$ cat config.mk
export PLATFORM = sky130hd
export DESIGN_NAME = fixed_block_pool_allocator_unit
export DESIGN_NICKNAME = d
export VERILOG_FILES = /design/src/hw/rtl/fbpa_pkg.sv /design/src/hw/rtl/fbpa_ram.sv /design/src/hw/rtl/fbpa_div.sv /design/src/hw/rtl/fixed_block_pool_allocator_unit.sv
export VERILOG_INCLUDE_DIRS = /design/src /design/src/hw/rtl
export SDC_FILE = /design/constraint.sdc
export NUM_CORES = 2
export LEC_CHECK = 0
export ABC_AREA = 1
export BUFFER_PORTS_ARGS = -buffer_cell sky130_fd_sc_hd__buf_2
export CELL_PAD_IN_SITES_DETAIL_PLACEMENT = 1
export CELL_PAD_IN_SITES_GLOBAL_PLACEMENT = 1
export CORE_MARGIN = 4
export CORE_UTILIZATION = 44
export DETAILED_ROUTE_END_ITERATION = 16
export PLACE_DENSITY = 0.72
export SETUP_SLACK_MARGIN = 0.3
export SLEW_MARGIN = 30
export SYNTH_ARGS = -nofsm -noshare
export SYNTH_HDL_FRONTEND = slang
export SYNTH_HIERARCHICAL = 1
export SYNTH_SLANG_ARGS = --single-unit
$ cat constraint.sdc
create_clock -name clk -period 18 [get_ports clk]
set_clock_uncertainty 0.05 [all_clocks]
set_input_delay 1.8 -clock clk [delete_from_list [all_inputs] [get_ports clk]]
set_output_delay 1.8 -clock clk [all_outputs]
set_load 0.01 [all_outputs]
$ cat src/hw/rtl/fixed_block_pool_allocator_unit_macros.svh
// assertion helpers used by the allocator rtl
`ifndef FIXED_BLOCK_POOL_ALLOCATOR_UNIT_MACROS_SVH
`define FIXED_BLOCK_POOL_ALLOCATOR_UNIT_MACROS_SVH

// same-cycle implication, disabled while reset is asserted
`define FBPA_ASSERT_SAME(lbl, clk_s, rstn_s, ante, cons, msg) \
	lbl: assert property (@(posedge clk_s) disable iff (!(rstn_s)) (ante) |-> (cons)) \
		else $error(msg);

// next-cycle implication, disabled while reset is asserted
`define FBPA_ASSERT_NEXT(lbl, clk_s, rstn_s, ante, cons, msg) \
	lbl: assert property (@(posedge clk_s) disable iff (!(rstn_s)) (ante) |=> (cons)) \
		else $error(msg);

`endif

$ cat src/hw/rtl/fbpa_pkg.sv
package fbpa_pkg;

	localparam int unsigned MAX_BLOCKS_DEF = 256;

	localparam int unsigned ADDR_W    = 32;
	localparam int unsigned BSIZE_W   = 16;
	localparam int unsigned CNT_W     = 9;
	localparam int unsigned IDX_OUT_W = 8;
	localparam int unsigned CFG_IDX_W = 2;
	localparam int unsigned DIV_STEPS = ADDR_W;

	// operations
	localparam logic CMD_ALLOC = 1'b0;
	localparam logic CMD_FREE  = 1'b1;

	// result status codes
	localparam logic [1:0] STAT_OK    = 2'd0;
	localparam logic [1:0] STAT_EMPTY = 2'd1;
	localparam logic [1:0] STAT_FULL  = 2'd2;
	localparam logic [1:0] STAT_RANGE = 2'd3;

	// register indexes
	localparam logic [CFG_IDX_W-1:0] REG_BASE   = 2'd0;
	localparam logic [CFG_IDX_W-1:0] REG_BSIZE  = 2'd1;
	localparam logic [CFG_IDX_W-1:0] REG_BLOCKS = 2'd2;

	localparam logic [ADDR_W-1:0]  BASE_RST   = 32'd0;
	localparam logic [BSIZE_W-1:0] BSIZE_RST  = 16'd16;
	localparam logic [CNT_W-1:0]   BLOCKS_RST = 9'd256;

	typedef struct packed {
		logic                start;
		logic [ADDR_W-1:0]   dividend;
		logic [BSIZE_W-1:0]  divisor;
	} div_req_t;

	typedef struct packed {
		logic                done;
		logic [ADDR_W-1:0]   quotient;
	} div_rsp_t;

	// managed block count, capped at the pool capacity
	function automatic logic [CNT_W-1:0] pool_count(input logic [CNT_W-1:0] n,
			input int unsigned maxb);
		logic [CNT_W-1:0] r;
		r = (32'(n) > maxb) ? CNT_W'(maxb) : n;
		return r;
	endfunction

endpackage

$ cat src/hw/rtl/fbpa_ram.sv
module fbpa_ram #(
	parameter int unsigned WIDTH = 8,
	parameter int unsigned DEPTH = 256
) (
	input  logic                     clk,
	input  logic                     we,
	input  logic [$clog2(DEPTH)-1:0] waddr,
	input  logic [WIDTH-1:0]         wdata,
	input  logic                     re,
	input  logic [$clog2(DEPTH)-1:0] raddr,
	output logic [WIDTH-1:0]         rdata
);

	logic [WIDTH-1:0] mem [DEPTH];

	always_ff @(posedge clk) begin
		if (we) begin
			mem[waddr] <= wdata;
		end
		if (re) begin
			rdata <= mem[raddr];
		end
	end

endmodule

$ cat src/hw/rtl/fbpa_div.sv
module fbpa_div import fbpa_pkg::*; (
	input  logic     clk,
	input  logic     arst_n,
	input  div_req_t req,
	output div_rsp_t rsp
);

	logic [ADDR_W-1:0]          dvd_q;
	logic [BSIZE_W-1:0]         rem_q;
	logic [BSIZE_W-1:0]         dsr_q;
	logic [$clog2(DIV_STEPS)-1:0] cnt_q;
	logic                       busy_q;
	logic                       done_q;

	logic [BSIZE_W:0] rem_sh;
	logic [BSIZE_W:0] diff;
	logic             qbit;

	// restoring division, one quotient bit per cycle; a zero divisor gives all ones
	assign rem_sh = {rem_q, dvd_q[ADDR_W-1]};
	assign diff   = rem_sh - {1'b0, dsr_q};
	assign qbit   = (rem_sh >= {1'b0, dsr_q});

	always_ff @(posedge clk or negedge arst_n) begin
		if (!arst_n) begin
			busy_q <= 1'b0;
			done_q <= 1'b0;
			cnt_q  <= '0;
		end else begin
			done_q <= 1'b0;
			if (req.start) begin
				busy_q <= 1'b1;
				cnt_q  <= '0;
			end else if (busy_q) begin
				cnt_q <= cnt_q + 1'b1;
				if (cnt_q == $clog2(DIV_STEPS)'(DIV_STEPS - 1)) begin
					busy_q <= 1'b0;
					done_q <= 1'b1;
				end
			end
		end
	end

	always_ff @(posedge clk) begin
		if (req.start) begin
			dvd_q <= req.dividend;
			dsr_q <= req.divisor;
			rem_q <= '0;
		end else if (busy_q) begin
			dvd_q <= {dvd_q[ADDR_W-2:0], qbit};
			rem_q <= qbit ? diff[BSIZE_W-1:0] : rem_sh[BSIZE_W-1:0];
		end
	end

	assign rsp.done     = done_q;
	assign rsp.quotient = dvd_q;

endmodule

$ cat src/hw/rtl/fixed_block_pool_allocator_unit.sv
// Fixed-size block pool allocator with a free list kept in an on-chip link
// RAM and built lazily, one block per allocate. cmd 0 allocates and returns
// base_address + index * bytes per block; cmd 1 returns the block at
// free_address. One transaction is in work at a time; the result register
// lets the next transaction be accepted while a result waits. A successful
// allocate passes the link RAM write, registered link read, multiply and add
// stages to its result, skipping the link read when it takes the last free
// block. A failed allocate goes straight to its result. A free waits for the
// bit-serial 32-step index divider. A result held by out_ready low stalls
// the sequence in its final cycle. A base, block size or block count write
// re-creates the pool at once; no clearing pass is needed.
`include "fixed_block_pool_allocator_unit_macros.svh"

module fixed_block_pool_allocator_unit import fbpa_pkg::*; #(
	parameter int unsigned MAX_BLOCKS = MAX_BLOCKS_DEF
) (
	input  logic                 clk,
	input  logic                 arst_n,

	input  logic                 cfg_valid,
	output logic                 cfg_ready,
	input  logic [CFG_IDX_W-1:0] cfg_index,
	input  logic [ADDR_W-1:0]    cfg_data,

	input  logic                 in_valid,
	output logic                 in_ready,
	input  logic                 cmd,
	input  logic [ADDR_W-1:0]    free_address,

	output logic                 out_valid,
	input  logic                 out_ready,
	output logic [1:0]           status,
	output logic [ADDR_W-1:0]    block_address,
	output logic [IDX_OUT_W-1:0] block_index,
	output logic [CNT_W-1:0]     free_count
);

	localparam int unsigned IW = $clog2(MAX_BLOCKS);
	localparam int unsigned LW = $clog2(MAX_BLOCKS + 1);

	localparam logic [3:0] S_IDLE   = 4'd0;
	localparam logic [3:0] S_AINIT  = 4'd1;
	localparam logic [3:0] S_AREAD  = 4'd2;
	localparam logic [3:0] S_ALINK  = 4'd3;
	localparam logic [3:0] S_MUL    = 4'd4;
	localparam logic [3:0] S_ADD    = 4'd5;
	localparam logic [3:0] S_DIV    = 4'd6;
	localparam logic [3:0] S_FINISH = 4'd7;

	logic [3:0]         state_q;

	logic [ADDR_W-1:0]  base_q;
	logic [BSIZE_W-1:0] blk_bytes_q;
	logic [CNT_W-1:0]   num_q;
	logic [CNT_W-1:0]   free_blocks_q;
	logic [CNT_W-1:0]   init_q;
	logic [IW-1:0]      head_q;
	logic               head_valid_q;

	logic [1:0]         res_status_q;
	logic [ADDR_W-1:0]  res_addr_q;
	logic [IW-1:0]      res_idx_q;
	logic [ADDR_W-1:0]  prod_s1;

	logic               out_valid_q;
	logic [1:0]         out_status_q;
	logic [ADDR_W-1:0]  out_addr_q;
	logic [IDX_OUT_W-1:0] out_idx_q;
	logic [CNT_W-1:0]   out_free_q;

	logic               ram_we;
	logic [IW-1:0]      ram_waddr;
	logic [LW-1:0]      ram_wdata;
	logic               ram_re;
	logic [LW-1:0]      ram_rdata;

	div_req_t           div_req;
	div_rsp_t           div_rsp;

	logic               cfg_hit;
	logic [CNT_W-1:0]   num_new;
	logic               pop_ok;
	logic               init_left;
	logic               free_ok;
	logic [ADDR_W-1:0]  prod_w;
	logic [BSIZE_W-1:0] mul_a;
	logic               out_free;

	assign cfg_ready = 1'b1;
	assign in_ready  = (state_q == S_IDLE);
	assign out_free  = !out_valid_q || out_ready;

	assign cfg_hit = cfg_valid && (cfg_index == REG_BASE || cfg_index == REG_BSIZE
		|| cfg_index == REG_BLOCKS);
	assign num_new = (cfg_index == REG_BLOCKS) ? pool_count(cfg_data[CNT_W-1:0], MAX_BLOCKS)
		: num_q;

	assign init_left = (init_q < num_q);
	assign pop_ok    = (free_blocks_q != '0) && head_valid_q && (32'(head_q) < 32'(num_q));
	assign free_ok   = (free_blocks_q < num_q) && (div_rsp.quotient < 32'(num_q));

	assign mul_a  = BSIZE_W'(res_idx_q);
	assign prod_w = mul_a * blk_bytes_q;

	assign div_req.start    = in_valid && in_ready && (cmd == CMD_FREE);
	assign div_req.dividend = free_address - base_q;
	assign div_req.divisor  = blk_bytes_q;

	always_comb begin
		ram_we    = 1'b0;
		ram_waddr = IW'(init_q);
		ram_wdata = LW'(init_q + CNT_W'(1));
		ram_re    = (state_q == S_AREAD);
		if (state_q == S_AINIT) begin
			// lazy link of the next untouched block to its successor
			ram_we = init_left;
		end else if (state_q == S_DIV && div_rsp.done && free_ok) begin
			ram_we    = 1'b1;
			ram_waddr = IW'(div_rsp.quotient);
			ram_wdata = head_valid_q ? LW'(head_q) : LW'(num_q);
		end
	end

	fbpa_ram #(
		.WIDTH(LW),
		.DEPTH(MAX_BLOCKS)
	) u_link_ram (
		.clk  (clk),
		.we   (ram_we),
		.waddr(ram_waddr),
		.wdata(ram_wdata),
		.re   (ram_re),
		.raddr(head_q),
		.rdata(ram_rdata)
	);

	fbpa_div u_div (
		.clk   (clk),
		.arst_n(arst_n),
		.req   (div_req),
		.rsp   (div_rsp)
	);

	always_ff @(posedge clk or negedge arst_n) begin
		if (!arst_n) begin
			state_q       <= S_IDLE;
			base_q        <= BASE_RST;
			blk_bytes_q   <= BSIZE_RST;
			num_q         <= pool_count(BLOCKS_RST, MAX_BLOCKS);
			free_blocks_q <= pool_count(BLOCKS_RST, MAX_BLOCKS);
			init_q        <= '0;
			head_q        <= '0;
			head_valid_q  <= 1'b1;
			out_valid_q   <= 1'b0;
		end else if (cfg_hit) begin
			// a base, block size or block count write re-creates the pool
			if (cfg_index == REG_BASE) begin
				base_q <= cfg_data;
			end
			if (cfg_index == REG_BSIZE) begin
				blk_bytes_q <= cfg_data[BSIZE_W-1:0];
			end
			num_q         <= num_new;
			free_blocks_q <= num_new;
			init_q        <= '0;
			head_q        <= '0;
			head_valid_q  <= 1'b1;
		end else begin
			// the finish state reloads the output register itself
			if (out_valid_q && out_ready && state_q != S_FINISH) begin
				out_valid_q <= 1'b0;
			end
			unique case (state_q)
				S_IDLE: begin
					if (in_valid) begin
						state_q <= (cmd == CMD_FREE) ? S_DIV : S_AINIT;
					end
				end
				S_AINIT: begin
					if (init_left) begin
						init_q <= init_q + 1'b1;
					end
					if (pop_ok) begin
						free_blocks_q <= free_blocks_q - 1'b1;
						if (free_blocks_q != CNT_W'(1)) begin
							state_q <= S_AREAD;
						end else begin
							head_valid_q <= 1'b0;
							state_q      <= S_MUL;
						end
					end else begin
						state_q <= S_FINISH;
					end
				end
				S_AREAD: begin
					state_q <= S_ALINK;
				end
				S_ALINK: begin
					// a link past the pool marks the list as broken
					if (32'(ram_rdata) < 32'(num_q)) begin
						head_q <= IW'(ram_rdata);
					end else begin
						head_valid_q <= 1'b0;
					end
					state_q <= S_MUL;
				end
				S_MUL: begin
					state_q <= S_ADD;
				end
				S_ADD: begin
					state_q <= S_FINISH;
				end
				S_DIV: begin
					if (div_rsp.done) begin
						if (free_ok) begin
							head_q        <= IW'(div_rsp.quotient);
							head_valid_q  <= 1'b1;
							free_blocks_q <= free_blocks_q + 1'b1;
						end
						state_q <= S_FINISH;
					end
				end
				S_FINISH: begin
					if (out_free) begin
						out_valid_q <= 1'b1;
						state_q     <= S_IDLE;
					end
				end
				default: begin
					state_q <= S_IDLE;
				end
			endcase
		end
	end

	always_ff @(posedge clk) begin
		case (state_q)
			S_AINIT: begin
				res_idx_q    <= pop_ok ? head_q : '0;
				res_addr_q   <= '0;
				res_status_q <= pop_ok ? STAT_OK : STAT_EMPTY;
			end
			S_MUL: begin
				prod_s1 <= prod_w;
			end
			S_ADD: begin
				res_addr_q <= base_q + prod_s1;
			end
			S_DIV: begin
				res_addr_q <= '0;
				if (free_blocks_q >= num_q) begin
					res_status_q <= STAT_FULL;
					res_idx_q    <= '0;
				end else if (div_rsp.quotient >= 32'(num_q)) begin
					res_status_q <= STAT_RANGE;
					res_idx_q    <= '0;
				end else begin
					res_status_q <= STAT_OK;
					res_idx_q    <= IW'(div_rsp.quotient);
				end
			end
			S_FINISH: begin
				if (out_free) begin
					out_status_q <= res_status_q;
					out_addr_q   <= res_addr_q;
					out_idx_q    <= IDX_OUT_W'(res_idx_q);
					out_free_q   <= free_blocks_q;
				end
			end
			default: begin
			end
		endcase
	end

	assign out_valid     = out_valid_q;
	assign status        = out_status_q;
	assign block_address = out_addr_q;
	assign block_index   = out_idx_q;
	assign free_count    = out_free_q;

	`FBPA_ASSERT_SAME(a_free_within_pool, clk, arst_n, 1'b1, free_blocks_q <= num_q,
		"free count exceeds pool size")
	`FBPA_ASSERT_NEXT(a_accept_starts_work, clk, arst_n, in_valid && in_ready && !cfg_hit,
		state_q != S_IDLE, "accepted transaction did not start")
	`FBPA_ASSERT_SAME(a_div_done_in_div, clk, arst_n, div_rsp.done, state_q == S_DIV,
		"divider finished outside the free sequence")
	`FBPA_ASSERT_SAME(a_ram_no_overlap, clk, arst_n, ram_we, !ram_re,
		"link ram read and write in the same cycle")

endmodule

==> flow_metrics.tcl <==
set metrics [dict create \
    vias 82400 \
    hold_violations 0 \
    design_area_sq_um 128000 \
    viasPerCell 5.78 \
    synthArstFlopShare_pct 3.67 \
    max_freq_mhz 170 \
    setup_tns_ns 0 \
    die_x_um 519 \
    grt_max_degree 228 \
    io_buffers 124 \
    cp-start-kind "flip-flop" \
    p_comb_share_pct 34.4 \
    dp_hpwl_um 223000 \
    clk_path_buf_depth 4 \
    ios 126 \
    holdBufCountCts 0 \
    layout.nets 10900 \
    pre_cts_slack_ns 11.57 \
    cap_violations 0 \
    grt_pass1_wl_um 545000 \
    grt_pass1_vias 84900 \
    crit_slowest_cell "buf_4" \
    outcome "completed" \
    critical_path_required_ns 18.76 \
    post_cts.repair.setup_buffers 0 \
    crit_top_cell "nand3_1" \
    power.internal_uw 12400 \
    clk_latency_ns 0.93 \
    firstDrtPassIters 6 \
    synth_top_family_by_area "simple AND/OR/NAND/NOR gates" \
    syn_inst 10600 \
    setup_viol 0 \
    period_share_pct 32.7 \
    gp_congestion 0.915 \
    p_leak_uw 0.0496 \
    cts_tree "yes" \
    clk_transition_reported_paths_ns 0.06 \
    synth-simple-area-share_pct 23.0 \
    hp-class "flip-flop to flip-flop" \
    route.met3.wl_um 28000 \
    detail_route.wl_per_cell_um 25.6 \
    slew_headroom_pct 25.2 \
    synthToLayoutAreaGrowth_pct 10.9 \
    endpoint_kind "flip-flop" \
    grt_overflow 0 \
    p_seq_share_pct 37.0 \
    rows 187 \
    drc 0 \
    drt-met1-wl_um 151000 \
    antenna_found_initial 9 \
    path_cells "inv_16, buf_6, buf_4, buf_6, buf_4, nand2_1, nand3_1, nand3_1, nand3_1, nand3_1, nand3_1, nand3_1, nand2_1, nand2_1, nand2_1" \
    power_density_nw_per_um2 158 \
    synth_nets 10900 \
    worst-path-max-fanout 210 \
    wirelength_um 365000 \
    holdWs_ns 0.368 \
    ant_nets 0 \
    drive_gt1_share_pct 6.86 \
    htree_levels 5 \
    cpPeakStageDelay_ns 0.81 \
    synthAdderAreaFrac_pct 3.27 \
    drv_slew 0 \
    die_area_sq_um 270000 \
    wl_met2_um 174000 \
    peakVddDrop_v 0.000123 \
    synth_ff_type "edfxtp_1" \
    fin_crit_ns 5.88 \
    clkPwrFrac_pct 28.6 \
    netSwitchingPower_uw 7780 \
    top_layer "met4" \
    synth_seq_cells 2589 \
    cts_root_buffer "clkbuf_16" \
    timing.final.ws_setup_ns 12.12 \
    yosysUniqueCellTypes 63 \
    ys_seq_area_share_pct 67.0 \
    cts_buffers 296 \
    critPathKind "flip-flop to flip-flop" \
    drt_iter0_drc 8808 \
    syn_area_sq_um 115000 \
    worst_pin_slew_ns 1.12 \
    synth.area.mux_share_pct 0 \
    initial_core_util_pct 44.3 \
    rsz0062_at_grt "false" \
    grt_util_all_layers_pct 26.5 \
    yosysWarnings 6 \
    clock-sinks 2589 \
    swShare_pct 38.5 \
    synth_xor_xnor_area_share_pct 0.441 \
    syn_area_per_cell_sq_um 10.8 \
    arrival_ns 6.64 \
    placed_cell_area_sq_um 118000 \
    synth-edff-count 2478 \
    synth_compound_area_share_pct 1.98 \
    cts.repair.resized 0 \
    coreArea_sq_um 260000 \
    fp.dieH_um 519 \
]
cell usage after synthesis (all sizes together) (18+ instances only):
cell type  count  area share, %
inv          526            1.7
a21oi        155           0.68
fa            87            1.5
buf          442            2.0
xor2          40           0.30
ha           162            1.8
edfxtp      2478             65
o21ai        172           0.77
dfrtp         91            2.0
clkbuf       167           0.55
nor2         513            1.7
nor3          38           0.17
nand2       3173             10
xnor2         18           0.14
nand3       2393             10
nand4         23           0.13
worst max-delay path, delay by kind of cell (launching register included):
family | cells | cell delay (ns)
buf+inv | 5 | 3.33
simple gates | 10 | 1.38
flops | 1 | 0.75
area by class of cell:
class                      count  area, sq um
multi-input combinational   6881        33200
sequential                  2589        77100
timing repair buffer         237         1760
inverter                     531         2040
antenna                       10         25.0
fill                       27700       132000
clock buffer                 360         7830
clock inverter               150         1270
tap                         3496         4370
placed cells by master (no fill, tap or decap), types with 23 or more instances in the layout:
cell type	count
o21ai_1	36
xor2_1	40
buf_6	24
nand2_1	3156
inv_1	511
buf_2	123
nand3_1	2384
edfxtp_1	2478
clkbuf_16	303
clkinv_1	61
nand4_1	23
buf_4	77
clkbuf_1	54
nor2_1	484
ha_1	162
clkinv_2	54
o21ai_0	123
a21oi_1	152
dfrtp_1	85
nor3_1	38
fa_1	87
power groups by stage:
stage,Clock [uW],Sequential (uW),Combinational [uW]
detailed placement,0,7590,6810
finish,5770,7470,6940
global route,6140,7490,7630
CTS,5870,7460,6880
global placement,0,7570,6650
floorplan,0,7440,4650
through the flow:
step / power, uW / utilization, % / cells
after floorplan: 12100 / - / 10600
after global placement: 14200 / 45.5 / 13700
after detailed placement: 14400 / 45.5 / 13700
after CTS: 20200 / 49.0 / 14200
after global routing: 21300 / 49.1 / 14200
final: 20200 / 49.1 / 14300
final timing paths:
path / slack, ns / endpoint / cells past startpoint / startpoint
max in group asynchronous: 15.75 / head_q[0]$_DFFE_PN0P_ / 2 / arst_n
worst max register to register: 12.12 / u_link_ram/rdata[4]$_DFFE_PP_ / 15 / head_q[0]$_DFFE_PN0P_
worst min-delay path: 0.37 / block_address[30]$_DFFE_PP_ / 0 / res_addr_q[30]$_SDFFCE_PP0P_
worst min register to register: 0.37 / block_address[30]$_DFFE_PP_ / 0 / res_addr_q[30]$_SDFFCE_PP0P_
min in group asynchronous: 0.90 / state_q[2]$_DFFE_PN0P_ / 1 / arst_n
worst max-delay path: 12.12 / u_link_ram/rdata[4]$_DFFE_PP_ / 15 / head_q[0]$_DFFE_PN0P_
per-layer routing:
| metal | up-vias | global-route usage (%) |
|---|---|---|
| li1 | 36600 | - |
| met1 | 42100 | 36.1 |
| met2 | 3167 | 43.2 |
| met3 | 611 | 4.83 |
| met4 | 0 | 8.48 |
| met5 | - | 0 |
state kept, by name, indices dropped and copies added, names as in the netlist, 5 cells and up:
name              count
u_link_ram/mem     2304
base_q               32
block_address        32
res_addr_q           32
u_div/dvd_q          32
prod_s1              24
blk_bytes_q          16
u_div/dsr_q          16
u_div/rem_q          16
free_blocks_q         9
free_count            9
init_q                9
num_q                 9
u_link_ram/rdata      9
block_index           8
head_q                8
res_idx_q             8
u_div/cnt_q           5
cell families after synthesis:
kind of cell	Yosys count
compound gates	407
xor+xnor	58
fa+ha+maj	249
buf+inv	1140
flops	2589
other cells	1
simple gates	6166
Note: power is estimated with default switching activity, not from simulation.
